[src/design/drt_pkg.sv]
// ----------------------------------------------------------------------------
// drt_pkg
// Types and constants shared by the dirty rectangle tracker modules.
// ----------------------------------------------------------------------------
package drt_pkg;

  localparam int MAX_ENTRIES   = 8;
  localparam int SCREEN_WIDTH  = 320;
  localparam int SCREEN_HEIGHT = 240;

  // Coordinate widths hold 0 up to and including the screen size.
  localparam int X_W   = $clog2(SCREEN_WIDTH + 1);
  localparam int Y_W   = $clog2(SCREEN_HEIGHT + 1);
  localparam int IDX_W = (MAX_ENTRIES > 1) ? $clog2(MAX_ENTRIES) : 1;
  localparam int CNT_W = $clog2(MAX_ENTRIES + 1);

  // Request opcodes.
  localparam logic FUNC_INVALIDATE = 1'b0;
  localparam logic FUNC_REFRESH    = 1'b1;

  typedef struct packed {
    logic               func;
    logic signed [15:0] rect_x;
    logic signed [15:0] rect_y;
    logic signed [15:0] rect_w;
    logic signed [15:0] rect_h;
  } req_t;

  typedef struct packed {
    logic [X_W-1:0] out_x;
    logic [Y_W-1:0] out_y;
    logic [X_W-1:0] out_w;
    logic [Y_W-1:0] out_h;
    logic           last;
  } rsp_t;

  // Stored rectangle as edges; x1 and y1 are exclusive.
  typedef struct packed {
    logic [X_W-1:0] x0;
    logic [X_W-1:0] x1;
    logic [Y_W-1:0] y0;
    logic [Y_W-1:0] y1;
  } rect_t;

  localparam rect_t FULL_SCREEN = '{
    x0: '0, x1: X_W'(SCREEN_WIDTH), y0: '0, y1: Y_W'(SCREEN_HEIGHT)
  };

  typedef enum logic [2:0] {
    ST_IDLE,
    ST_CLIP,
    ST_SCAN,
    ST_FULL,
    ST_EMIT
  } state_t;

endpackage

[src/design/drt_clip.sv]
// ----------------------------------------------------------------------------
// drt_clip
// Clips a signed request rectangle to the screen and flags an empty result.
// ----------------------------------------------------------------------------
module drt_clip
  import drt_pkg::*;
(
  input  req_t  cmd,
  output rect_t rect,
  output logic  empty
);

  localparam logic signed [16:0] X_LIM = 17'(SCREEN_WIDTH);
  localparam logic signed [16:0] Y_LIM = 17'(SCREEN_HEIGHT);

  logic signed [16:0] sum_x, sum_y;
  logic signed [16:0] left, right, top, bottom;

  // Far edges at full precision so nothing wraps.
  always_comb begin
    sum_x  = $signed({cmd.rect_x[15], cmd.rect_x}) + $signed({cmd.rect_w[15], cmd.rect_w});
    sum_y  = $signed({cmd.rect_y[15], cmd.rect_y}) + $signed({cmd.rect_h[15], cmd.rect_h});
    left   = cmd.rect_x[15] ? 17'sd0 : $signed({1'b0, cmd.rect_x});
    top    = cmd.rect_y[15] ? 17'sd0 : $signed({1'b0, cmd.rect_y});
    right  = (sum_x > X_LIM) ? X_LIM : sum_x;
    bottom = (sum_y > Y_LIM) ? Y_LIM : sum_y;
    empty  = (right <= left) || (bottom <= top);
  end

  // When not empty every edge lies within the screen and fits the narrow fields.
  assign rect.x0 = left[X_W-1:0];
  assign rect.x1 = right[X_W-1:0];
  assign rect.y0 = top[Y_W-1:0];
  assign rect.y1 = bottom[Y_W-1:0];

endmodule

[src/design/drt_merge.sv]
// ----------------------------------------------------------------------------
// drt_merge
// Shared compare unit: strict overlap test and bounding-box union of two rects.
// ----------------------------------------------------------------------------
module drt_merge
  import drt_pkg::*;
(
  input  rect_t a,
  input  rect_t b,
  output logic  overlap,
  output rect_t joined
);

  // Rectangles that only share an edge do not overlap.
  assign overlap = (a.x0 < b.x1) && (b.x0 < a.x1) && (a.y0 < b.y1) && (b.y0 < a.y1);

  // Bounding box of both.
  assign joined.x0 = (a.x0 < b.x0) ? a.x0 : b.x0;
  assign joined.x1 = (a.x1 > b.x1) ? a.x1 : b.x1;
  assign joined.y0 = (a.y0 < b.y0) ? a.y0 : b.y0;
  assign joined.y1 = (a.y1 > b.y1) ? a.y1 : b.y1;

endmodule

[src/design/dirty_rect_tracker.sv]
// ----------------------------------------------------------------------------
// dirty_rect_tracker
// Bounded list of dirty screen rectangles with merge on overlap.
// ----------------------------------------------------------------------------
// An invalidate request is clipped in the clip state; an empty result ends it,
// else the stored entries are compared one per cycle against it through a
// single overlap/union unit; the first strict overlap merges and ends the
// request, otherwise the rectangle is appended, or merged into entry zero
// when all MAX_ENTRIES slots are in use. A refresh reads one entry per cycle
// into the output register while the sink keeps up; a refresh of an empty
// list returns nothing and leaves the block ready. Requests are taken only
// while no request is in work, but a finished result may still wait in the
// output register. After reset the list holds one full-screen entry.
module dirty_rect_tracker
  import drt_pkg::*;
(
  input  logic clk,
  input  logic rst,
  input  logic req_valid,
  output logic req_ready,
  input  req_t req,
  output logic rsp_valid,
  input  logic rsp_ready,
  output rsp_t rsp
);

  state_t             state, state_next;
  logic   [CNT_W-1:0] idx;
  logic   [CNT_W-1:0] count;
  req_t               cmd;
  rect_t              cand;
  rect_t              store [MAX_ENTRIES];

  logic               req_take;
  logic   [IDX_W-1:0] rd_idx;
  rect_t              entry;
  rect_t              clip_rect;
  logic               clip_empty;
  logic               overlap;
  rect_t              joined;
  logic               at_end;
  logic               list_full;
  logic               emit_go;
  logic               emit_last;

  logic               wr_en;
  logic   [IDX_W-1:0] wr_idx;
  rect_t              wr_data;
  logic               idx_clr;
  logic               idx_inc;
  logic               count_inc;
  logic               count_clr;

  assign req_take  = req_valid && req_ready;
  assign at_end    = (idx == count);
  assign list_full = (count == CNT_W'(MAX_ENTRIES));
  assign emit_last = (idx == count - CNT_W'(1));
  assign emit_go   = (state == ST_EMIT) && (!rsp_valid || rsp_ready);

  // Entry zero is read for the final merge of a full list.
  assign rd_idx = (state == ST_FULL) ? '0 : idx[IDX_W-1:0];
  assign entry  = store[rd_idx];

  drt_clip u_clip (
    .cmd   (cmd),
    .rect  (clip_rect),
    .empty (clip_empty)
  );

  drt_merge u_merge (
    .a       (entry),
    .b       (cand),
    .overlap (overlap),
    .joined  (joined)
  );

  // Next state.
  always_comb begin
    state_next = state;
    unique case (state)
      ST_IDLE: begin
        if (req_take) begin
          if (req.func == FUNC_REFRESH) begin
            state_next = (count != '0) ? ST_EMIT : ST_IDLE;
          end else begin
            state_next = ST_CLIP;
          end
        end
      end
      ST_CLIP: begin
        state_next = clip_empty ? ST_IDLE : ST_SCAN;
      end
      ST_SCAN: begin
        if (at_end) begin
          state_next = list_full ? ST_FULL : ST_IDLE;
        end else if (overlap) begin
          state_next = ST_IDLE;
        end
      end
      ST_FULL: begin
        state_next = ST_IDLE;
      end
      ST_EMIT: begin
        if (emit_go && emit_last) begin
          state_next = ST_IDLE;
        end
      end
      default: state_next = ST_IDLE;
    endcase
  end

  // Sequencer outputs.
  always_comb begin
    req_ready = 1'b0;
    wr_en     = 1'b0;
    wr_idx    = idx[IDX_W-1:0];
    wr_data   = cand;
    idx_clr   = 1'b0;
    idx_inc   = 1'b0;
    count_inc = 1'b0;
    count_clr = 1'b0;
    unique case (state)
      ST_IDLE: begin
        req_ready = 1'b1;
        idx_clr   = 1'b1;
      end
      ST_CLIP: begin
        idx_clr = 1'b1;
      end
      ST_SCAN: begin
        if (at_end) begin
          if (!list_full) begin
            wr_en     = 1'b1;
            count_inc = 1'b1;
          end
        end else if (overlap) begin
          wr_en   = 1'b1;
          wr_data = joined;
        end else begin
          idx_inc = 1'b1;
        end
      end
      ST_FULL: begin
        wr_en   = 1'b1;
        wr_idx  = '0;
        wr_data = joined;
      end
      ST_EMIT: begin
        idx_inc   = emit_go;
        count_clr = emit_go && emit_last;
      end
      default: begin
        idx_clr = 1'b1;
      end
    endcase
  end

  // Control registers.
  always_ff @(posedge clk) begin
    if (rst) begin
      state     <= ST_IDLE;
      idx       <= '0;
      count     <= CNT_W'(1);
      rsp_valid <= 1'b0;
    end else begin
      state <= state_next;
      if (idx_clr) begin
        idx <= '0;
      end else if (idx_inc) begin
        idx <= idx + CNT_W'(1);
      end
      if (count_clr) begin
        count <= '0;
      end else if (count_inc) begin
        count <= count + CNT_W'(1);
      end
      if (emit_go) begin
        rsp_valid <= 1'b1;
      end else if (rsp_ready) begin
        rsp_valid <= 1'b0;
      end
    end
  end

  // Entry store; only entry zero has a reset value.
  always_ff @(posedge clk) begin
    if (rst) begin
      store[0] <= FULL_SCREEN;
    end else if (wr_en) begin
      store[wr_idx] <= wr_data;
    end
  end

  // Payload registers.
  always_ff @(posedge clk) begin
    if (req_take) begin
      cmd <= req;
    end
    if (state == ST_CLIP) begin
      cand <= clip_rect;
    end
    if (emit_go) begin
      rsp.out_x <= entry.x0;
      rsp.out_y <= entry.y0;
      rsp.out_w <= entry.x1 - entry.x0;
      rsp.out_h <= entry.y1 - entry.y0;
      rsp.last  <= emit_last;
    end
  end

endmodule

[config.mk]
export PLATFORM = sky130hd
export DESIGN_NAME = dirty_rect_tracker
export DESIGN_NICKNAME = d
export VERILOG_FILES = /design/src/design/drt_pkg.sv /design/src/design/drt_clip.sv /design/src/design/drt_merge.sv /design/src/design/dirty_rect_tracker.sv
export SDC_FILE = /design/constraint.sdc
export NUM_CORES = 1
export LEC_CHECK = 0
export BUFFER_PORTS_ARGS = -buffer_cell sky130_fd_sc_hd__buf_2
export CORE_ASPECT_RATIO = 1.25
export CORE_MARGIN = 5
export CORE_UTILIZATION = 45
export DETAILED_ROUTE_END_ITERATION = 8
export PLACE_DENSITY = 0.71
export SLEW_MARGIN = 20
export SYNTH_ARGS = -nofsm -noshare
export SYNTH_HDL_FRONTEND = slang
export SYNTH_SLANG_ARGS = --single-unit
[constraint.sdc]
create_clock -name clk -period 11.71 [get_ports clk]
set_clock_uncertainty 0.15 [all_clocks]
set_input_delay 2.342 -clock clk [delete_from_list [all_inputs] [get_ports clk]]
set_output_delay 2.342 -clock clk [all_outputs]
set_load 0.02 [all_outputs]
==> results of run 1 <==
==> layer usage <==
metal  part of all wire, %  global-route usage (%)  up-vias
li1                      -                       -     6828
met1                    38                    24.9     7097
met2                    51                    37.8      604
met3                   7.2                    3.65      125
met4                   3.2                    6.71        0
met5                     0                       0        -
==> state kept, by name (all words and copies together) (netlist names) <==
| name | flops |
|---|---|
| store | 272 |
| idx | 4 |
| state | 3 |
| rsp | 35 |
| rsp_valid | 1 |
| cand | 34 |
| count | 4 |
| cmd | 64 |
==> cell type report <==
class	instances	area share [%]
timing repair buffer	142	3.41
clock inverter	24	0.956
inverter	113	1.80
sequential	417	52.6
tap	585	3.11
multi-input combinational	1162	33.5
clock buffer	51	4.60
==> worst paths after layout <==
path | startpoint | to | slack (ns) | cells past startpoint
min | rsp_valid | rsp_valid | 0.37 | 2
min reg2reg | rsp_valid | rsp_valid | 0.37 | 2
max | idx[0] | store[6][27] | 4.03 | 20
max reg2reg | idx[0] | store[6][27] | 4.03 | 20
==> where the power goes <==
part / internal (mW) / switching, mW
Combinational: 0.182 / 0.283
Sequential: 1.68 / 0.0263
Clock: 0.715 / 0.572
==> metrics by stage <==
step                      setup WS, ns  power (mW)  instance area [um^2]  hold slack (ns)
after floorplan                   3.42        2.06                 20900            0.315
after global placement            4.23        2.18                 22200            0.340
after detailed placement          4.13        2.20                 22200            0.358
after CTS                         4.09        3.48                 23600            0.364
after global routing              3.46        3.60                 23600            0.402
final                             4.03        3.46                 23600            0.367
==> cells by family after synthesis <==
logic type	Yosys count	synth area share [%]
muxes	45	2.20
buffers and inverters	178	3.33
AOI/OAI and AO/OA	369	11.7
xor gates and xnor gates	42	1.76
adders and majority gates	146	8.89
and+or+nand+nor	560	12.8
DFF	417	59.3
==> worst reg2reg max path: cells and delay by family, from the launching register on <==
kind                     cells  cell delay, ns
buffers and inverters        6            2.30
AO/OA/AOI/OAI                7            2.15
AND/OR/NAND/NOR              6            1.85
flip-flops                   1            0.59
adder cells (fa/ha/maj)      1            0.31
==> layout by cell type, fill, tap and decap left out, types with 13 or more instances in the layout <==
cell type / instances
xnor2_1: 29
o21a_1: 14
buf_4: 37
a21oi_1: 108
a31oi_1: 16
nand4_1: 20
buf_2: 105
nor2b_1: 29
edfxtp_1: 405
clkbuf_16: 42
o21ai_0: 65
inv_1: 113
ha_1: 142
nor3_1: 30
nand3_1: 99
nand2_1: 174
xor2_1: 13
mux2i_1: 38
nor2_1: 97
a221oi_1: 13
a211oi_1: 13
nand2b_1: 43
o22ai_1: 29
a21o_1: 30
==> results.yml, run 1 <==
outcome:
  status: "completed"
route:
  wirelength_um: 53900
  drt_iter0_markers: 1254
  vias_per_cell: 5.88
  drc_errors: 0
  first_pass_iters: 5
  ant_nets: 0
  num_vias: 14700
  wl_per_cell_um: 21.6
setup_path:
  crit_buf_inv: 6
  critPathMaxFanout: 46
  crit_chain: "buf_4 > inv_1 > nor2_4 > buf_4 > nand2_1 > nand3_1 > nand3_1 > o21ai_0 > inv_1 > ha_1 > a21oi_1 > o22ai_1 > a2111oi_0 > o2111ai_1 > a2111o_1 > o311ai_2 > nand2_2 > buf_4 > nor4_2 > buf_4"
  end_kind: "flop"
  critPathMaxStageDelay_ns: 0.63
  crit_family: "buffers and inverters"
  cp_data_required_time_ns: 11.80
  crit_path_top_delay_cell: "nor4_2"
  cp-start-kind: "flop"
  cpMostUsedCell: "buf_4"
  cp.arrival_ns: 7.77
  crit_type: "flop to flop"
final_layout:
  nFillCells: 4028
  seq_area_um2: 12400
  nets: 2093
  area.growth.synth_to_final_pct: 12.8
  multi_input_area_um2: 7900
  diodes: 0
  stdcell_count: 2494
  utilization_pct: 51.2
  drive_above_1_share_pct: 13.3
die:
  initial_utilization_pct: 45.4
  die_w_um: 203
  coreArea_um2: 46000
  die_h_um: 251
  top_level_ports: 106
  dieArea_um2: 50900
  fp-row-count: 88
sta:
  finalCriticalPeriod_ns: 7.68
  slew_headroom_pct: 24.2
  worst_pin_slew_ns: 1.13
  min_period_over_period_pct: 65.6
  hold_viol: 0
  max_freq_mhz: 130
  fin_setup_tns_ns: 0
  rsz0062_at_grt: "false"
  setup_viol: 0
  drv_slew: 0
yosys:
  synth_area_leaders: "edfxtp_1 (58%), ha_1 (8.5%), nand2_1 (3.2%)"
  synth_common_cells: "edfxtp_1 (405), nand2_1 (177), ha_1 (142), inv_1 (113), a21oi_1 (108)"
  synthesis.area_um2: 20900
  syn_avg_cell_area_um2: 11.9
  synth-seq-cells: 417
  seq_area_frac_synth_pct: 59.3
  synth_nets: 1972
  synth_ff_type: "edfxtp_1"
  yosys_warnings: 0
  async_reset_ff_share_pct: 0
  yosysTopAreaCell: "edfxtp_1"
  synthCells: 1757
  synth_top_area_share_pct: 58.2
  synth_cell_types: 72
  synth_most_common_cell: "edfxtp_1"
  synth_edf_count: 405
clocking:
  clockRootBuffer: "clkbuf_16"
  cts_setup_buffers: 0
  cts.sinks: 417
  clk_pin_slew_ns: 0.06
  clk_latency_ns: 0.59
  hold_buffers: 0
  h-tree-depth: 2
  cts_buffers: 42
  cts_tree: "built"
  cts_resized: 0
  cts_max_path_buffers: 3
grt:
  grt_pass1_wl_um: 82900
  antenna_found_initial: 0
  grt_usage_pct: 20.7
  grt.overflow.total: 0
  grt_pass1_vias: 14800
  grt_max_degree: 66
placement:
  dp.cells: 2419
  gp_congestion: 0.943
  hpwlAfterDp_um: 38000
  io_buffers: 105
job:
  timing.max_cap.violations: 0
min_path:
  hp-class: "flop to flop"
pwr:
  powerDensity_nw_per_um2: 147
  leakagePower_nw: 8.82
  ir_drop_v: 0.000129
Power figures use the tool's default switching activity.
==> run 2, diff against run 1 <==
==> constraint.sdc (replaced) <==
create_clock -name clk -period 7.25 [get_ports clk]
set_clock_uncertainty 0.15 [all_clocks]
set_input_delay 1.45 -clock clk [delete_from_list [all_inputs] [get_ports clk]]
set_output_delay 1.45 -clock clk [all_outputs]
set_load 0.02 [all_outputs]
==> results.yml, run 2 (same netlist as run 1, synthesis figures left out) <==
placement:
  placed_cell_area_um2: 22600
  gp_congestion: 0.943
  hpwlAfterDp_um: 38300
  io_buffers: 105
route:
  wl_per_cell_um: 21.0
  vias_per_cell: 5.80
  first_pass_iters: 6
  num_vias: 14700
  drt_iter0_markers: 1437
  wirelength_um: 53200
  ant_nets: 0
  drc_errors: 0
final_layout:
  largest_register: "store"
  layout_commonest_cell: "edfxtp_1"
  area.growth.synth_to_final_pct: 14.7
  seq_area_um2: 12400
  final_area_um2: 24000
  final_cell_mix: "edfxtp_1 (405), nand2_1 (175), ha_1 (142), inv_1 (113), a21oi_1 (108)"
  largest_register_ff_count: 272
  nets: 2129
  nFillCells: 3924
  utilization_pct: 52.1
  reg.largest.list: "store x272, cmd x64, rsp x35"
  multi_input_area_um2: 7880
  drive_above_1_share_pct: 14.6
sta:
  setup_viol: 0
  rsz0062_at_grt: "false"
  fin_setup_tns_ns: 0
  max_freq_mhz: 151
  hold_viol: 0
  whs_ns: 0.365
  drv_slew: 0
  min_period_over_period_pct: 91.6
  finalCriticalPeriod_ns: 6.64
  slew_headroom_pct: 33.1
  worst_pin_slew_ns: 1.00
outcome:
  status: "completed"
pwr:
  seq_power_share_pct: 48.4
  fin_total_pwr_mw: 5.67
  power_switching_mw: 1.40
  comb_power_share_pct: 13.5
  ir_drop_v: 0.000205
  sw_frac_of_total_pct: 24.7
  powerDensity_nw_per_um2: 237
  internal_power_mw: 4.27
  p_clk_share_pct: 38.1
  leakagePower_nw: 9.05
die:
  top_level_ports: 106
  coreArea_um2: 46000
  dieArea_um2: 50900
  die_w_um: 203
  initial_utilization_pct: 45.4
  die_h_um: 251
  fp-row-count: 88
grt:
  grt_usage_pct: 20.5
  grt_pass1_wl_um: 82200
  grt_pass1_vias: 15300
  grt_max_degree: 66
  antenna_found_initial: 1
  grt.overflow.total: 0
clocking:
  cts.sinks: 417
  clk_pin_slew_ns: 0.06
  cts_max_path_buffers: 3
  cts_setup_buffers: 0
  cts_tree: "built"
  cts_buffers: 42
  h-tree-depth: 2
  hold_buffers: 0
  clk_latency_ns: 0.56
  clockRootBuffer: "clkbuf_16"
job:
  timing.max_cap.violations: 0
setup_path:
  r2r_slack_ns: 0.61
  crit_path_top_delay_cell: "and3b_2"
  crit_chain: "and3b_2 > o21ai_4 > buf_4 > o22ai_1 > nor2_1 > a31oi_1 > inv_1 > ha_1 > nor4_1 > nand2_1 > a2111oi_0 > o2111ai_1 > a2111o_1 > o311ai_2 > nand2_2 > buf_4 > a211oi_1"
  cp_data_required_time_ns: 7.34
  crit_type: "flop to flop"
  cpMostUsedCell: "buf_4"
  critPathMaxStageDelay_ns: 0.71
  end_kind: "flop"
  cp.arrival_ns: 6.74
  critPathMaxFanout: 26
  cp-start-kind: "flop"
min_path:
  hp-class: "flop to flop"
==> run 2: changes by cell type in the layout (fill, tap and decap cells not counted), sizes merged <==
cell,change
buf,+35
bufinv,+2
clkbuf,+8
clkinv,-7
clkinvlp,-2
diode,+1
inv,-1
nor2,+1
==> run 2: layer usage <==
| metal | track usage [%] | vias to the layer above | routed length [um] |
|---|---|---|---|
| met5 | 0 | - | 0 |
| met4 | 9.24 | 0 | 2310 |
| met3 | 4.43 | 163 | 4090 |
| met2 | 35.9 | 622 | 26400 |
| met1 | 24.1 | 6992 | 20400 |
| li1 | - | 6896 | - |
==> run 2: final timing paths <==
check                start  cells past startpoint           end
setup reg to reg  state[1]                     17  store[3][23]
hold / removal      idx[3]                      2        idx[3]
hold reg to reg     idx[3]                      2        idx[3]
setup / recovery  state[1]                     17  store[3][23]
==> run 2: timing repair <==
action,CTS,global route
setup endpoints to repair,0,8
gates resized for setup,0,1
hold endpoints to repair,0,0
==> run 2: layout make-up <==
cell class / instances / area share (%)
Antenna cell: 1 / 0.0104
Clock buffer: 59 / 4.82
Clock inverter: 16 / 0.856
Inverter: 113 / 1.77
Multi-Input combinational cell: 1163 / 32.9
Sequential cell: 417 / 51.8
Tap cell: 585 / 3.05
Timing Repair Buffer: 177 / 4.85
==> run 2: worst max-delay path: cells and delay by family (launching register included) <==
family          cells  cell delay (ns)
compound gates      8             3.06
fa+ha+maj           1             0.21
buf+inv             3             0.82
flops               1             0.45
simple gates        5             1.62
==> run 2: through the flow <==
step | setup WS, ns | cells
after floorplan | -1.04 | 1757
after global placement | 0.823 | 2453
after detailed placement | 0.560 | 2453
after CTS | 0.543 | 2528
after global routing | 0.119 | 2531
final | 0.606 | 2531
==> run 2: power by group through the flow <==
stage | Clock, mW | Combinational, mW | Sequential, mW
detailed placement | 0 | 0.758 | 2.80
CTS | 2.20 | 0.762 | 2.75
global route | 2.30 | 0.854 | 2.75
finish | 2.16 | 0.766 | 2.75
global placement | 0 | 0.737 | 2.80
floorplan | 0 | 0.524 | 2.80
